`src/irpp_pkg.sv`:
```
// Shared types and constants of the iRPROP+ update engine.
package irpp_pkg;

  localparam int IDX_W    = 10;
  localparam int WEIGHT_W = 32;
  localparam int STEP_W   = 31;
  localparam int INC_W    = 16;
  localparam int DEC_W    = 15;
  localparam int PROD_W   = STEP_W + INC_W;
  localparam int FRAC_SH  = 14;
  localparam int CFG_W    = 31;

  localparam logic FUNC_UPDATE = 1'b0;
  localparam logic FUNC_LOAD   = 1'b1;

  localparam logic [1:0] SIGN_ZERO = 2'd0;
  localparam logic [1:0] SIGN_POS  = 2'd1;
  localparam logic [1:0] SIGN_NEG  = 2'd2;

  localparam logic [1:0] CFG_INCREASE = 2'd0;
  localparam logic [1:0] CFG_DECREASE = 2'd1;
  localparam logic [1:0] CFG_STEP_MIN = 2'd2;
  localparam logic [1:0] CFG_STEP_MAX = 2'd3;

  localparam logic [STEP_W-1:0]   STEP_CAP   = {STEP_W{1'b1}};
  localparam logic [WEIGHT_W-1:0] WEIGHT_MAX = {1'b0, {(WEIGHT_W-1){1'b1}}};
  localparam logic [WEIGHT_W-1:0] WEIGHT_MIN = {1'b1, {(WEIGHT_W-1){1'b0}}};

  typedef enum logic [1:0] {
    KIND_PLAIN,
    KIND_GROW,
    KIND_SHRINK
  } upd_kind_t;

  typedef struct packed {
    logic [WEIGHT_W-1:0] weight;
    logic [STEP_W-1:0]   step;
    logic [WEIGHT_W-1:0] last_delta;
    logic [1:0]          sign;
  } entry_t;

  typedef struct packed {
    logic      is_load;
    logic      in_range;
    upd_kind_t kind;
    logic      grad_pos;
    logic      grad_neg;
    logic      worse;
  } stage_ctl_t;

  typedef struct packed {
    logic [WEIGHT_W-1:0] weight;
    logic [STEP_W-1:0]   step;
    logic                sat;
  } result_t;

endpackage

```
`src/irpp_update.sv`:
```
// Second stage: step clamp, delta select, saturating weight add, new entry (or the loaded entry on a load).
module irpp_update
  import irpp_pkg::*;
(
  input  stage_ctl_t          ctl,
  input  entry_t              rec,
  input  logic [PROD_W-1:0]   product,
  input  logic [WEIGHT_W-1:0] load_weight,
  input  logic [STEP_W-1:0]   load_step,
  input  logic [STEP_W-1:0]   step_minimum,
  input  logic [STEP_W-1:0]   step_maximum,
  output entry_t              wr_rec,
  output result_t             res
);

  logic [PROD_W-FRAC_SH-1:0] scaled;
  logic [STEP_W-1:0]         capped;
  logic [STEP_W-1:0]         step_new;
  logic [WEIGHT_W-1:0]       step_pos;
  logic [WEIGHT_W-1:0]       step_neg;
  logic [WEIGHT_W-1:0]       delta_new;
  logic [WEIGHT_W:0]         addend;
  logic                      do_add;
  logic [1:0]                sign_new;
  logic signed [WEIGHT_W+1:0] sum;
  logic [WEIGHT_W-1:0]       weight_add;
  logic                      ovf;

  assign scaled = product[PROD_W-1:FRAC_SH];
  assign capped = (|scaled[PROD_W-FRAC_SH-1:STEP_W]) ? STEP_CAP : scaled[STEP_W-1:0];

  always_comb begin
    step_new  = rec.step;
    delta_new = rec.last_delta;
    addend    = '0;
    do_add    = 1'b0;
    sign_new  = SIGN_ZERO;
    step_pos  = '0;
    step_neg  = '0;
    unique case (ctl.kind)
      KIND_GROW: begin
        step_new = (capped > step_maximum) ? step_maximum : capped;
      end
      KIND_SHRINK: begin
        step_new = (capped < step_minimum) ? step_minimum : capped;
      end
      default: begin
        step_new = rec.step;
      end
    endcase
    step_pos = {1'b0, step_new};
    step_neg = ~{1'b0, step_new} + 1'b1;
    if (ctl.kind == KIND_SHRINK) begin
      // undo the previous move when the loss got worse
      addend = ~{rec.last_delta[WEIGHT_W-1], rec.last_delta} + 1'b1;
      do_add = ctl.worse;
    end else begin
      // weight moves against the gradient
      if (ctl.grad_pos) begin
        delta_new = step_neg;
        sign_new  = SIGN_POS;
      end else if (ctl.grad_neg) begin
        delta_new = step_pos;
        sign_new  = SIGN_NEG;
      end else begin
        delta_new = '0;
      end
      addend = {delta_new[WEIGHT_W-1], delta_new};
      do_add = 1'b1;
    end
  end

  assign sum = $signed({{2{rec.weight[WEIGHT_W-1]}}, rec.weight})
             + $signed({addend[WEIGHT_W], addend});

  always_comb begin
    ovf        = 1'b0;
    weight_add = sum[WEIGHT_W-1:0];
    if (sum > $signed({2'b00, WEIGHT_MAX})) begin
      ovf        = 1'b1;
      weight_add = WEIGHT_MAX;
    end else if (sum < $signed({2'b11, WEIGHT_MIN})) begin
      ovf        = 1'b1;
      weight_add = WEIGHT_MIN;
    end
  end

  always_comb begin
    if (ctl.is_load) begin
      wr_rec.weight     = load_weight;
      wr_rec.step       = load_step;
      wr_rec.last_delta = '0;
      wr_rec.sign       = SIGN_ZERO;
      res.sat           = 1'b0;
    end else begin
      wr_rec.weight     = do_add ? weight_add : rec.weight;
      wr_rec.step       = step_new;
      wr_rec.last_delta = delta_new;
      wr_rec.sign       = sign_new;
      res.sat           = do_add & ovf;
    end
    res.weight = wr_rec.weight;
    res.step   = wr_rec.step;
  end

endmodule

```
`config.mk`:
```
export PLATFORM = sky130hd
export DESIGN_NAME = irpp_update
export DESIGN_NICKNAME = d
export VERILOG_FILES = /design/src/irpp_pkg.sv /design/src/irpp_update.sv
export SDC_FILE = /design/constraint.sdc
export NUM_CORES = 1
export LEC_CHECK = 0
export ABC_AREA = 1
export ABC_CLOCK_PERIOD_IN_PS = 6140
export BUFFER_PORTS_ARGS = -buffer_cell sky130_fd_sc_hd__buf_4
export CORE_AREA = 2 2 169 171
export DETAILED_ROUTE_END_ITERATION = 7
export DIE_AREA = 0 0 171 173
export GPL_TIMING_DRIVEN = 0
export MAX_ROUTING_LAYER = met4
export PLACE_DENSITY = 0.65
export SKIP_LAST_GASP = 1
export SYNTH_ARGS = -nofsm -noshare
export SYNTH_HDL_FRONTEND = slang
export SYNTH_SLANG_ARGS = --single-unit
```
`constraint.sdc`:
```
create_clock -name vclk -period 6.14
set_input_delay 0 -clock vclk [all_inputs]
set_output_delay 0 -clock vclk [all_outputs]
set_load 0.02 [all_outputs]
```
==> out/qor.csv, run 1 <==
metric;value;unit
cp_slowest_cell;ha_1;
drt-initial-drc-count;996;
worst_slack;0.06912;ns
cp_common_cell;nand2_1;
critPathRequiredTime;6.14;ns
vias;14100;
io_buffers;419;
syn_to_final_growth;61.19;%
comb_power_share;1.000;
crit_arrival;6.07;ns
core;27630;sq um
drv_cap;0;
clockPowerShare;0;
slowest_delay;0.32;ns
final-seq-area;0;sq um
cts_hold_buffers;0;
seq_area_frac_synth;0;
drt_first_pass_iters;8;
utilization;0.5579;
grt.overflow.total;0;
netlist_top_cells_count;nand2_1, inv_1, nand3_1;
slew_viol_final;0;
leakage;7.951;nW
layout-drive-gt1-share;0.3965;
syn_avg_cell_area;5.155;sq um
place_area;13180;sq um
worstMarginPinSlew;1.020;ns
end_kind;output port;
rsz0062_at_grt;true;
ioPinCount;437;
routedWlPerCell;18.20;microns
final-setup-viol-count;0;
viasPerCell;5.158;
die_w;171;microns
ant_nets;0;
synth_area;9563;sq um
fin_hold_ws;0.3198;ns
antenna_found_initial;2;
status;completed;
power.density;156.8;nW/um^2
seq_power_share;0;
clock_buffers;0;
yosys.area.top_type_share;0.1947;
drt_wl_total;49750;microns
die_y;173;microns
switchingPower;1.355;mW
grt_start_max_net_pins;12;
grt_pass1_vias;13060;
max_freq;0.1647;GHz
ir_worst_vdd;0.06003;mV
synth_cells;1855;
yosysUniqueCellTypes;49;
synthMostInstantiatedCell;nand2_1;
dp_hpwl;40930;microns
crit_type;in -> out;
route.detailed.drc;0;
final_area;15410;sq um
dieArea;29580;sq um
dpl_worst_slack;-1.317;ns
finalWeightedCongestion;1.074;
startpoint_type;input port;
swShare;0.5605;
internal_power;1.062;mW
max-slew-margin-rel;0.3126;
layout_min_cycle_time;6.071;ns
hold_path.class;in -> out;
grtUsageTotal;0.3115;
worstPathMaxFanout;7;
synthTopCellsByArea;nand2_1, ha_1, nand3_1;
synth_fp_nets;2230;
timing.final.crit_share;0.9887;
synth.largest_area_cell;nand2_1;
initial_core_util;0.3461;
ys.warnings.count;0;
final_nets;2730;
grt_pass1_wl;70740;microns
row_count;61;
hold_viol;0;
seq_cell_count;0;
power by group through the flow:
stage / combinational, mW / sequential, mW / clock (mW)
finish: 2.42 / 0 / 0.0000000104
CTS: 2.08 / 0 / 0
detailed placement: 1.95 / 0 / 0
floorplan: 1.24 / 0 / 0
global placement: 1.94 / 0 / 0
global route: 2.60 / 0 / 0.0000000249
path summary, 6_finish.rpt:
kind | startpoint | endpoint | slack [ns] | cells after the start
worst max-delay path | product[46] | wr_rec[84] | 0.07 | 48
worst min-delay path | load_weight[26] | res[58] | 0.32 | 4
per-layer routing:
metal	share of wire	up-vias	GRT usage
met4	0.028	0	0.07027
met1	0.40	6416	0.3693
met2	0.51	656	0.5659
li1	-	6926	-
met5	0	-	-
met3	0.068	99	0.02564
stage by stage:
| stage | cells | setup TNS [ns] | power [mW] |
|---|---|---|---|
| after CTS | 2675 | 0 | 2.077 |
| after global placement | 2652 | -74.62 | 1.945 |
| after floorplan | 1855 | 0 | 1.238 |
| final | 2733 | 0 | 2.418 |
| after detailed placement | 2652 | -76.03 | 1.954 |
| after global routing | 2733 | -4.380 | 2.596 |
cell type report:
class                           instances  area (sq um)
Inverter                              269          1015
Buffer                                136         963.4
Timing Repair Buffer                  501          3969
Tap cell                              378         473.0
Multi-Input combinational cell       1447          8990
Fill cell                            2860         12210
Antenna cell                            2         5.005
critical path, delay by kind of cell:
family                     cells  cell delay [ns]
xor gates and xnor gates       1             0.29
AOI/OAI and AO/OA              6             0.64
and+or+nand+nor               25             2.75
adders and majority gates      3             0.78
buffers and inverters         13             1.61
cells by family (layout without fill, tap and decap cells):
kind of cell               count (synthesis)  after routing  share of synthesized area
and+or+nand+nor                         1005           1005                     0.4659
buffers and inverters                    408            906                     0.1946
AOI/OAI and AO/OA                        310            310                     0.1774
adders and majority gates                 99             99                     0.1303
xor gates and xnor gates                  33             33                    0.03179
other                                      0              2                          0
repair_timing:
| item | CTS | global route |
|---|---|---|
| pin swaps | 23 | 107 |
| gates resized for setup | 107 | 270 |
| setup buffers | 20 | 55 |
| cloned | 3 | 8 |
| endpoints found under the setup margin | 65 | 65 |
placed cells by master, fill, tap and decap left out, types with 6 or more instances in the layout:
cell type,synthesis,final
buf_6,5,22
buf_4,74,539
o21ai_0,128,116
buf_2,11,7
or2_2,30,30
nor2_2,5,36
buf_1,8,7
buf_8,0,11
xor2_1,22,21
nor3_1,14,12
o21a_1,7,7
inv_1,260,252
nand2_4,3,22
nand3_1,201,176
ha_1,98,70
nand2_2,31,74
a21oi_2,1,26
clkbuf_1,41,38
ha_4,0,22
nand3_2,5,26
inv_2,9,15
nand4_1,21,21
xnor2_1,9,9
o21ai_1,15,17
nor2_1,177,121
o21ai_2,7,14
a21oi_1,117,89
ha_2,0,6
clkbuf_16,0,6
nand2_1,496,432
nor2_4,5,30
No activity file was read; power rests on OpenSTA's default activity.
==> run 2: changes to the inputs <==
--- a/config.mk
+++ b/config.mk
@@ -7,11 +7,11 @@
 export LEC_CHECK = 0
-export ABC_AREA = 1
+export ABC_AREA = 0
 export ABC_CLOCK_PERIOD_IN_PS = 6140
 export BUFFER_PORTS_ARGS = -buffer_cell sky130_fd_sc_hd__buf_4
-export CORE_AREA = 2 2 169 171
+export CORE_AREA = 2 2 168 170
 export DETAILED_ROUTE_END_ITERATION = 7
-export DIE_AREA = 0 0 171 173
+export DIE_AREA = 0 0 170 172
 export GPL_TIMING_DRIVEN = 0
 export MAX_ROUTING_LAYER = met4
-export PLACE_DENSITY = 0.65
+export PLACE_DENSITY = 0.62
 export SKIP_LAST_GASP = 1
==> constraint.sdc (replaced) <==
create_clock -name vclk -period 6.14
set_input_delay 0 -clock vclk [all_inputs]
set_output_delay 0 -clock vclk [all_outputs]
set_load 0.05 [all_outputs]
==> run 2 against run 1 <==
  * The run now ends with setup timing left
  * Worst hold slack better by 0.057 ns
  * Highest routed layer unchanged
  * Synthesized area down 8.3%
  * Sequential share of layout area unchanged
  * Count of clock-buffer cells in the layout unchanged
  * Sequential cell count unchanged
  * Design area up 3.9%
  * Largest cell class unchanged
  * Maximum frequency down 21%
  * Critical path type unchanged
==> out/qor.csv, run 2 <==
metric;value;unit
crit_end;wr_rec[80];
route.detailed.drc;0;
worstPathMaxFanout;7;
layout_common_cells;buf_4, nand2_1, a21oi_1;
viasPerCell;5.649;
grt_pass1_vias;11960;
layout-drive-gt1-share;0.5056;
io_buffers;420;
status;complete, but fails checks;
drv_cap;0;
startpoint_type;input port;
slew_viol_final;0;
synth_simple_gate_area_frac;0.2661;
final_nets;2246;
final-setup-viol-count;65;
crit_start;product[45];
dieArea;29240;sq um
max-slew-margin-rel;0.1383;
synthAdderAreaFrac;0.1422;
critPathRequiredTime;6.14;ns
final_common_cell;buf_4;
final-seq-area;0;sq um
row_count;61;
die_w;170;microns
worstMarginPinSlew;1.293;ns
seq_cell_count;0;
syn_to_final_growth;82.76;%
slowest_delay;0.45;ns
end_kind;output port;
antenna_found_initial;2;
syn_avg_cell_area;6.546;sq um
dp_hpwl;38350;microns
grtUsageTotal;0.3035;
final_area;16020;sq um
netlist_top_cells_count;a21oi_1, nand2_1, nor2_1;
synth_cells;1339;
synth-xor-area-share;0.06595;
grt_start_max_net_pins;11;
cts_hold_buffers;0;
core;27480;sq um
yosys.area.top_type_share;0.1399;
ys.warnings.count;0;
seq_area_frac_synth;0;
layout_min_cycle_time;7.726;ns
worst_slack;-1.586;ns
hold_viol;0;
rsz0062_at_grt;true;
synth_area;8765;sq um
synthTopCellsByArea;ha_1, a21oi_1, buf_4;
crit_arrival;7.73;ns
fin_tns_setup;-96.07;ns
crit_type;in -> out;
synth.area.mux_share;0.06153;
ant_nets;0;
routedWlPerCell;21.18;microns
drt_wl_total;46950;microns
grt.overflow.total;0;
vias;12520;
synth_compound_area_frac;0.3309;
timing.final.crit_share;1.258;
drt-initial-drc-count;764;
dpl_worst_slack;-3.069;ns
yosysUniqueCellTypes;80;
synth_top_family_by_area;compound AO/OA/AOI/OAI gates;
synth_fp_nets;1714;
clock_buffers;0;
synthMostInstantiatedCell;a21oi_1;
hold_path.class;in -> out;
ioPinCount;437;
finalWeightedCongestion;0.9309;
grt_pass1_wl;67330;microns
failed_checks;setup timing;
initial_core_util;0.3190;
cp_common_cell;buf_4;
cp_slowest_cell;or3_4;
synth.largest_area_cell;ha_1;
max_freq;0.1294;GHz
place_area;13370;sq um
die_y;172;microns
drt_first_pass_iters;5;
## run 2: layer usage
layer  vias to the layer above  share of wire  global-route usage
met5                         -              0                   -
met4                         0          0.037             0.09996
met2                       563           0.50              0.5462
met1                      5890           0.40              0.3513
met3                        95          0.066             0.03662
li1                       5975              -                   -
## run 2: what timing repair did
item                       in CTS  in global routing
setup endpoints to repair      71                 65
gates resized for setup       247                116
cloned                          7                  2
pin swaps                     122                 75
setup buffers                  68                 44
## run 2: area by class of cell
cell class | instances | area, sq um
buffer | 132 | 1115
inverter | 98 | 367.9
fill | 2588 | 11460
multi-input combinational | 1105 | 9682
antenna | 2 | 5.005
timing repair buffer | 534 | 4415
tap | 346 | 432.9
## run 2: cell families (layout without fill, tap and decap cells)
logic type | count (synthesis) | count (layout)
multiplexers | 50 | 50
adder cells (fa/ha/maj) | 99 | 99
AND/OR/NAND/NOR | 458 | 459
XOR/XNOR | 66 | 66
other | 0 | 2
buffers and inverters | 235 | 764
AO/OA/AOI/OAI | 431 | 431
## run 2: critical path, delay by kind of cell
family / cells / cell delay, ns
compound gates: 14 / 2.79
buf+inv: 12 / 1.74
simple gates: 10 / 2.57
fa+ha+maj: 2 / 0.60
## run 2: per-stage QoR
step,hold slack [ns],utilization,cells
finish,0.3766,0.5830,2217
CTS,0.3802,0.5524,2175
detailed placement,0.4086,0.4867,2105
floorplan,0.2014,-,1339
global placement,0.4070,0.4867,2105
global route,0.3928,0.5830,2217
## run 2: worst min-delay path by stage
| stage | start | to | slack, ns | cells after the start |
|---|---|---|---|---|
| after detailed placement | load_step[29] | res[30] | 0.41 | 3 |
| final | load_weight[12] | res[44] | 0.38 | 4 |
| after CTS | load_weight[23] | res[55] | 0.38 | 4 |
| after global routing | load_weight[9] | res[41] | 0.39 | 4 |
| after global placement | load_step[24] | res[25] | 0.41 | 3 |
| after floorplan | load_weight[0] | res[32] | 0.20 | 2 |
==> run 3: changes to the inputs <==
- CAP_MARGIN: default -> 25
- SKIP_LAST_GASP: 1 -> default
==> run 3 against run 2 <==
  * Sequential cell count is the same
  * Via count grew 0.42%
  * First-iteration DRC count grew 6.9%
  * Count of clock-buffer cells in the layout is the same
  * Global-route usage grew 0.55 points
  * The flow still finishes with violations (setup timing)
  * Cell count grew 0.45%
  * Non-clock buffer count grew 11
  * Worst setup slack lost 0.15 ns
  * Worst hold slack gained 0.00061 ns
  * Design area shrank 0.42%
  * Highest routed layer unchanged
  * Core utilization shrank 0.25 points
  * Sequential share of layout area is the same
==> out/qor.csv, run 3 (same netlist as run 2, synthesis figures left out) <==
metric;value;unit
cp_slowest_cell;or4_4;
grt_pass1_vias;12180;
routedWlPerCell;21.09;microns
min_from;load_weight[4];
final_common_cell;buf_4;
drv_cap;0;
max_freq;0.1269;GHz
grt.overflow.total;0;
worstPathMaxFanout;8;
io_buffers;420;
final-setup-viol-count;65;
vias;12580;
ant_nets;0;
fin_hold_ws;0.3772;ns
max-slew-margin-rel;0.2467;
drt-initial-drc-count;817;
drt_wl_total;46970;microns
cp_common_cell;buf_8;
finalWeightedCongestion;0.9309;
ioPinCount;437;
slew_viol_final;0;
clock_buffers;0;
final-seq-area;0;sq um
grt_pass1_wl;68960;microns
startpoint_type;input port;
hold_viol;0;
crit_arrival;7.88;ns
antenna_found_initial;1;
slowest_delay;0.47;ns
layout-drive-gt1-share;0.4864;
worst_slack;-1.738;ns
rsz0062_at_grt;true;
critPathRequiredTime;6.14;ns
initial_core_util;0.3190;
min_to;res[36];
hold_depth;4;
leakage;7.200;nW
route.detailed.drc;0;
hold_path.class;in -> out;
status;complete, but fails checks;
dp.cells;2109;
dp_hpwl;38500;microns
core;27480;sq um
viasPerCell;5.647;
final_nets;2256;
power.density;191.9;nW/um^2
syn_to_final_growth;81.98;%
ir_worst_vdd;0.08149;mV
stdcell_count;2227;
layout_common_cells;buf_4, nand2_1, a21oi_1;
end_kind;output port;
seq_cell_count;0;
grt_start_max_net_pins;11;
grtUsageTotal;0.3091;
dieArea;29240;sq um
utilization;0.5805;
drt_first_pass_iters;5;
worstMarginPinSlew;1.118;ns
timing.final.crit_share;1.283;
die_y;172;microns
failed_checks;setup timing;
die_w;170;microns
layout_min_cycle_time;7.878;ns
p_total;3.061;mW
crit_type;in -> out;
row_count;61;
run 3: changes by cell type in the layout (fill, tap and decap cells not counted), moves of 8 or more:
cell | previous run | this run
o22ai_4 | 24 | 16
buf_8 | 30 | 48
nor2_4 | 12 | 22
o22ai_2 | 2 | 10
nor2_2 | 17 | 3
run 3: metal layers:
metal,GRT usage,vias to the layer above,part of all wire
met1,0.3671,5936,0.41
met4,0.07209,0,0.030
met5,-,-,0
met2,0.5679,544,0.51
li1,-,6003,-
met3,0.02495,93,0.056
run 3: worst max-delay path by stage:
| stage | to | slack (ns) | cells after the start | start |
|---|---|---|---|---|
| after floorplan | wr_rec[91] | -1.40 | 38 | product[45] |
| after global placement | wr_rec[65] | -3.02 | 40 | product[45] |
| after detailed placement | wr_rec[65] | -3.08 | 40 | product[45] |
| after CTS | wr_rec[67] | -1.70 | 40 | product[45] |
| after global routing | wr_rec[66] | -1.98 | 43 | product[46] |
| final | wr_rec[66] | -1.74 | 44 | product[46] |
run 3: final cells by class:
cell class,count,area [sq um]
diodes,2,5.005
plain buffers,131,1047
fillers,2540,11530
inverters,98,367.9
multi-input cells,1104,9424
well taps,346,432.9
repair buffers,546,4673
run 3: through the flow:
stage	setup TNS, ns	cell area [sq um]	setup WS [ns]
finish	-103.22	15950	-1.738
global route	-118.45	15950	-1.976
CTS	-101.66	15360	-1.697
detailed placement	-185.73	13420	-3.080
global placement	-183.20	13370	-3.024
floorplan	-73.49	9788	-1.396
run 3: worst max-delay path, delay by kind of cell:
family                     cells  cell delay [ns]
and+or+nand+nor                8             1.90
adders and majority gates      3             0.73
xor gates and xnor gates       1             0.16
AOI/OAI and AO/OA             18             3.20
buffers and inverters         14             1.86
run 3: power by group:
group	leakage, nW	internal (mW)	switching (mW)
clock network	0.0000127	0.0000000436	0
registers	0	0	0
logic	7.20	1.31	1.75
total	7.20	1.31	1.75
run 3: what timing repair did:
action / 4_1_cts / 5_1_grt
buffers inserted: 87 / 30
gates resized for setup: 265 / 68
hold buffers: 0 / 0
cloned: 7 / 2
setup endpoints to repair: 71 / 65
pin swaps: 127 / 71
